### config.mk
export PLATFORM = sky130hd
export DESIGN_NAME = sorted_insert_priority_queue_top
export DESIGN_NICKNAME = d
export VERILOG_FILES = /design/src/design/spq_pkg.sv /design/src/design/spq_cell.sv /design/src/design/sorted_insert_priority_queue_top.sv
export SDC_FILE = /design/constraint.sdc
export NUM_CORES = 2
export LEC_CHECK = 0
export ABC_AREA = 0
export CELL_PAD_IN_SITES_DETAIL_PLACEMENT = 1
export CELL_PAD_IN_SITES_GLOBAL_PLACEMENT = 2
export CORE_ASPECT_RATIO = 1.5
export CORE_MARGIN = 4
export CORE_UTILIZATION = 44
export DETAILED_ROUTE_END_ITERATION = 12
export DONT_BUFFER_PORTS = 1
export HOLD_SLACK_MARGIN = 0.15
export PLACE_DENSITY = 0.78
export SKIP_LAST_GASP = 1
export SYNTH_ARGS = -nofsm -noshare
export SYNTH_HDL_FRONTEND = slang
export SYNTH_SLANG_ARGS = --single-unit
### constraint.sdc
create_clock -name clk -period 6.2 [get_ports clk]
set_clock_uncertainty 0.15 [all_clocks]
set_input_delay 0.31 -clock clk [delete_from_list [all_inputs] [get_ports clk]]
set_output_delay 0.31 -clock clk [all_outputs]
set_load 0.01 [all_outputs]
### src/design/spq_pkg.sv
`timescale 1ns / 1ps
// shared types and constants of the sorted-insert priority queue
// no dependencies

package spq_pkg;

  localparam int CAPACITY = 16;
  localparam int CNT_W    = $clog2(CAPACITY + 1);
  localparam int VAL_W    = 32;

  localparam logic CMD_INSERT = 1'b0;
  localparam logic CMD_POP    = 1'b1;

  typedef enum logic [1:0] {
    STAT_OK    = 2'd0,
    STAT_EMPTY = 2'd1,
    STAT_FULL  = 2'd2
  } spq_status_t;

  // operation broadcast to every cell in the row
  typedef struct packed {
    logic                    ins;
    logic                    pop;
    logic signed [VAL_W-1:0] value;
  } spq_op_t;

endpackage

### src/design/spq_cell.sv
`timescale 1ns / 1ps
// one storage cell of the sorted row: holds one value, shifts up on insert, down on pop
// depends on spq_pkg

module spq_cell
  import spq_pkg::*;
(
  input  logic                    clk,
  input  spq_op_t                 op,
  input  logic                    occupied,
  input  logic signed [VAL_W-1:0] left_val,
  input  logic                    left_greater,
  input  logic signed [VAL_W-1:0] right_val,
  output logic signed [VAL_W-1:0] val,
  output logic signed [VAL_W-1:0] val_nxt,
  output logic                    greater
);

  logic signed [VAL_W-1:0] val_r;

  // empty cells act as plus infinity so a value not below any held one lands at the first free slot
  assign greater = !occupied || (val_r > op.value);

  always_comb begin
    val_nxt = val_r;
    if (op.ins && greater) begin
      val_nxt = left_greater ? left_val : op.value;
    end else if (op.pop) begin
      val_nxt = right_val;
    end
  end

  always_ff @(posedge clk) begin
    val_r <= val_nxt;
  end

  assign val = val_r;

endmodule

### src/design/sorted_insert_priority_queue_top.sv
`timescale 1ns / 1ps
// top level of the sorted-insert priority queue: row of cells, entry count, result register
// depends on spq_pkg and spq_cell
//
// Usage:
//   Raise start for one cycle with in_command (insert or pop) and in_value;
//   the command is taken at that edge when busy is low. busy never rises, so
//   a new command may be given in every cycle.
//   In the cycle after, out_valid is high for one cycle with the popped
//   value, the new front value (0 when empty), the new entry count and the
//   status. Throughput is 1 command per cycle: every cell
//   compares its value with the incoming one in parallel and shifts in the
//   same edge, so the whole row of CAPACITY cells updates at once.
//   An insert into a full queue and a pop from an empty one change nothing
//   and are flagged in out_status.
//   Reset (rst_n low, synchronous) empties the queue and clears out_valid;
//   cell contents are not cleared, only cells below the count are read.
//   Results cannot be stalled: out_valid marks the only cycle of transfer.

module sorted_insert_priority_queue_top
  import spq_pkg::*;
(
  input  logic                    clk,
  input  logic                    rst_n,
  input  logic                    start,
  output logic                    busy,
  input  logic                    in_command,
  input  logic signed [VAL_W-1:0] in_value,
  output logic                    out_valid,
  output logic signed [VAL_W-1:0] out_popped_value,
  output logic signed [VAL_W-1:0] out_front_value,
  output logic [CNT_W-1:0]        out_entry_total,
  output logic [1:0]              out_status
);

  logic [CNT_W-1:0]        count_r, count_nxt;
  logic                    out_valid_r;
  logic signed [VAL_W-1:0] out_popped_value_r, out_popped_value_nxt;
  logic signed [VAL_W-1:0] out_front_value_r, out_front_value_nxt;
  logic [CNT_W-1:0]        out_entry_total_r;
  spq_status_t             out_status_r, out_status_nxt;

  logic                    take;
  logic                    is_full, is_empty;
  spq_op_t                 op;

  logic signed [VAL_W-1:0] cell_val [CAPACITY];
  logic signed [VAL_W-1:0] cell_nxt [CAPACITY];
  logic                    cell_gt  [CAPACITY];

  assign busy     = 1'b0;
  assign take     = start && !busy;
  assign is_full  = (count_r == CNT_W'(CAPACITY));
  assign is_empty = (count_r == '0);

  assign op.ins   = take && (in_command == CMD_INSERT) && !is_full;
  assign op.pop   = take && (in_command == CMD_POP) && !is_empty;
  assign op.value = in_value;

  for (genvar i = 0; i < CAPACITY; i++) begin : g_cell
    logic signed [VAL_W-1:0] lv, rv;
    logic                    lg;
    if (i == 0) begin : g_head
      assign lv = '0;
      assign lg = 1'b0;
    end else begin : g_mid
      assign lv = cell_val[i-1];
      assign lg = cell_gt[i-1];
    end
    if (i == CAPACITY - 1) begin : g_tail
      assign rv = cell_val[i];
    end else begin : g_inner
      assign rv = cell_val[i+1];
    end

    spq_cell u_cell (
      .clk          (clk),
      .op           (op),
      .occupied     (CNT_W'(i) < count_r),
      .left_val     (lv),
      .left_greater (lg),
      .right_val    (rv),
      .val          (cell_val[i]),
      .val_nxt      (cell_nxt[i]),
      .greater      (cell_gt[i])
    );
  end

  always_comb begin
    count_nxt            = count_r;
    out_popped_value_nxt = '0;
    out_status_nxt       = STAT_OK;
    if (op.ins) begin
      count_nxt = count_r + CNT_W'(1);
    end else if (op.pop) begin
      count_nxt            = count_r - CNT_W'(1);
      out_popped_value_nxt = cell_val[0];
    end
    if (take && (in_command == CMD_INSERT) && is_full) begin
      out_status_nxt = STAT_FULL;
    end else if (take && (in_command == CMD_POP) && is_empty) begin
      out_status_nxt = STAT_EMPTY;
    end
    out_front_value_nxt = (count_nxt != '0) ? cell_nxt[0] : '0;
  end

  always_ff @(posedge clk) begin
    if (!rst_n) begin
      count_r     <= '0;
      out_valid_r <= 1'b0;
    end else begin
      count_r     <= count_nxt;
      out_valid_r <= take;
    end
  end

  always_ff @(posedge clk) begin
    out_popped_value_r <= out_popped_value_nxt;
    out_front_value_r  <= out_front_value_nxt;
    out_entry_total_r  <= count_nxt;
    out_status_r       <= out_status_nxt;
  end

  assign out_valid        = out_valid_r;
  assign out_popped_value = out_popped_value_r;
  assign out_front_value  = out_front_value_r;
  assign out_entry_total  = out_entry_total_r;
  assign out_status       = out_status_r;

  // every accepted command gives its result in the next cycle
  a_result_follows: assert property (@(posedge clk) disable iff (!rst_n)
    take |=> out_valid)
    else $error("no result after accepted command");

  a_count_bound: assert property (@(posedge clk) disable iff (!rst_n)
    count_r <= CNT_W'(CAPACITY))
    else $error("entry count above capacity");

  a_empty_pop: assert property (@(posedge clk) disable iff (!rst_n)
    (out_valid && (out_status == STAT_EMPTY)) |->
      (out_entry_total == '0) && (out_popped_value == '0) && (out_front_value == '0))
    else $error("empty pop result inconsistent");

  a_full_insert: assert property (@(posedge clk) disable iff (!rst_n)
    (out_valid && (out_status == STAT_FULL)) |-> (out_entry_total == CNT_W'(CAPACITY)))
    else $error("rejected insert with free cells");

endmodule

==> metrics <==
Via density=6.23; clock share of power=30.1%; first-pass GRT wire length=206 mm; Layout Nets=4368; DP HPWL=103 mm; post-synthesis sequential area ratio=41.5%; sequential share of power=41.8%; Core ar.=0.0902 mm²; Ports=109; die height=377 µm; drt drc=0; CP endpoint kind=flip-flop; Die ar.=0.0958 mm²; layout cells sized above 1=11.0%; most instantiated library cell after synthesis=a21oi_1; met2 Usage GRT=51.3%; htree depth=3; Synth top cells by count=533 x a21oi_1, 515 x ha_1, 480 x edfxtp_1; hold_buf cts=36; Synth Area in Compound Gates=15.3%; Yosys top cell area share=36.1%; top cells by area, synth=edfxtp_1 36%, ha_1 16%, mux2i_1 8.2%, a21oi_1 6.7%, mux2_2 5.5%; Syn Inst Count=3836; main combinational cell family by area after synthesis=adder cells; maxcap violations=0; ys flop type=edfxtp_1; WL final=136 mm; Starting Density=44.3%; clk_lat worst skew=670 ps; Worst Setup Start Kind=primary input; CTS buffer count=67; post-synth top area cell=edfxtp_1; status=complete, no violations; Antenna Nets Post-Route=0; worst slew pin tran=1290 ps; Post-Synth XOR/XNOR Area=0.0658%; crit share post-route=90.6%; antenna violations before repair=8; critical path peak fanout=28; Slew headroom=13.9%; Synthesized Nets=4387; Via Count=31400; fmax=178 MHz; EDFF count, synth=480; Max rail drop VDD=0.266 mV; static leakage=18.2 nW; Synth Area in Simple Gates=9.31%; Comb power frac=28.0%; switching pwr=0.00496 W; # setup viols final=0; Critical Path RT=6350 ps; final core occ=48.9%; count of cells resized by post-cts repair=0; Synth async-reset ratio=0%; vias in the first global route=34500; internal power=0.00927 W; Seq cells post-synth=589; Layout area overhead=10.3%; initial DRC count=1725; GR Util met3=3.24%; unrepaired setup endpoints after global routing=no; syn avg cell area=10.4 µm²; clk sinks=589; met1 global-route usage=32.4%; pwr/cell area=323 mW/mm²; Crit path arrival time=5770 ps; Final Slew Violations=0; post-synthesis adder-cell area fraction=16.1%; fill count=9781; synthesized area=0.0400 mm²; setup TNS=0 ps; number of port buffers=0; Die X=254 µm; worst min-delay path class=in -> reg; fin crit period=5620 ps; switching fraction of total power=34.8%; CTS max path bufs=3; RePlAce Congestion=0.883; Clk pin slew, worst setup/hold paths=60 ps; CP Class=in -> reg; Yosys cell types=79; Total GRT Usage=27.8%; Setup Fix Bufs, Post-CTS=0; Fin. Hold Viols=0; CTS root buf=clkbuf_16; multiplexer area fraction after synthesis=14.3%; routed wire length per instance=26.9 µm; Top Usage Layer GRT=met2; synth warn=0; num rows=135; largest net degree at the start of global routing=77; GRT overflow=0; CTS tree=done; DR pass1 iterations=5
## power by group through the flow
stage          sequential (W)  combinational (W)  clock, W
2_1_floorplan         0.00570            0.00279         0
3_3_place_gp          0.00604            0.00361         0
3_5_place_dp          0.00604            0.00387         0
4_1_cts               0.00596            0.00398   0.00439
5_1_grt               0.00603            0.00445   0.00453
6_report              0.00595            0.00399   0.00429
## flip-flops by register name, summed over array words and instances, names as in the netlist
| name | flops |
|---|---|
| g_cell.u_cell.val | 512 |
| out_valid | 1 |
| out_popped_value | 32 |
| out_status | 2 |
| out_entry_total | 5 |
| out_front_value | 32 |
| count_r | 5 |
## per-stage QoR
step	setup slack [ps]	total power, W	hold WS [ps]	instance area, µm²	instances
6_report	584	0.0142	184	44100	5044
3_3_place_gp	1550	0.00965	285	41400	4876
4_1_cts	738	0.0143	155	44000	5035
5_1_grt	487	0.0150	165	44100	5039
2_1_floorplan	892	0.00849	275	40000	3836
3_5_place_dp	1430	0.00990	287	41400	4876
## cell type report
type	instances	area (µm²)	share of cell area, %
Antenna cell	9	22.5	0.0511
Clock buffer	89	1890	4.30
Clock inverter	34	414	0.940
Inverter	102	383	0.869
Multi-Input combinational cell	2927	22200	50.4
Sequential cell	589	16600	37.7
Tap cell	1164	1460	3.30
Timing Repair Buffer	130	1100	2.50
## path summary, 6_finish.rpt
kind | startpoint | to | slack [ps] | depth (start not counted)
worst max-delay path | in_value[10] | g_cell[8].u_cell.val[10] | 580 | 12
worst min-delay path | in_value[16] | g_cell[15].u_cell.val[16] | 180 | 2
worst max register to register | g_cell[8].u_cell.val[11] | g_cell[8].u_cell.val[10] | 1670 | 9
worst min register to register | g_cell[0].u_cell.val[0] | out_popped_value[0] | 350 | 2
## logic make-up after synthesis
family | Yosys count
simple gates | 787
mux | 544
fa+ha+maj | 515
flops | 589
xor+xnor | 3
buf+inv | 320
other cells | 1
compound gates | 1077
## cell usage in the layout, fill, tap and decap left out, drive strengths merged, types with 13 or more instances in the layout
| cell type | count |
|---|---|
| a21oi | 537 |
| inv | 106 |
| nand2b | 17 |
| o21ai | 300 |
| nor2b | 22 |
| dfxtp | 109 |
| clkinv | 23 |
| a31oi | 40 |
| ha | 515 |
| mux2i | 326 |
| and2 | 43 |
| edfxtp | 480 |
| dlygate4sd3 | 36 |
| nand3 | 33 |
| nand2 | 261 |
| mux2 | 218 |
| buf | 94 |
| nor4 | 21 |
| nor2 | 243 |
| nand4 | 97 |
| and4 | 13 |
| a211oi | 20 |
| clkbuf | 89 |
| a21o | 75 |
| nor3 | 19 |
| o211ai | 19 |
| a221oi | 15 |
## layer usage
metal,share of wire (%),vias up
li1,-,14500
met1,40,16000
met2,53,664
met3,3.5,277
met4,3.9,6
met5,0.029,-
## critical path: stages
cell and delay [ps]:
dlygate4sd3_1 1100, inv_1 410, buf_4 340, ha_1 330, nand4_1 170, nor4_1 890
a22o_1 390, o41ai_1 130, a41o_2 300, nand2b_1 460, nand2_1 420, buf_4 450
Note: power is estimated with default switching activity, not from simulation.
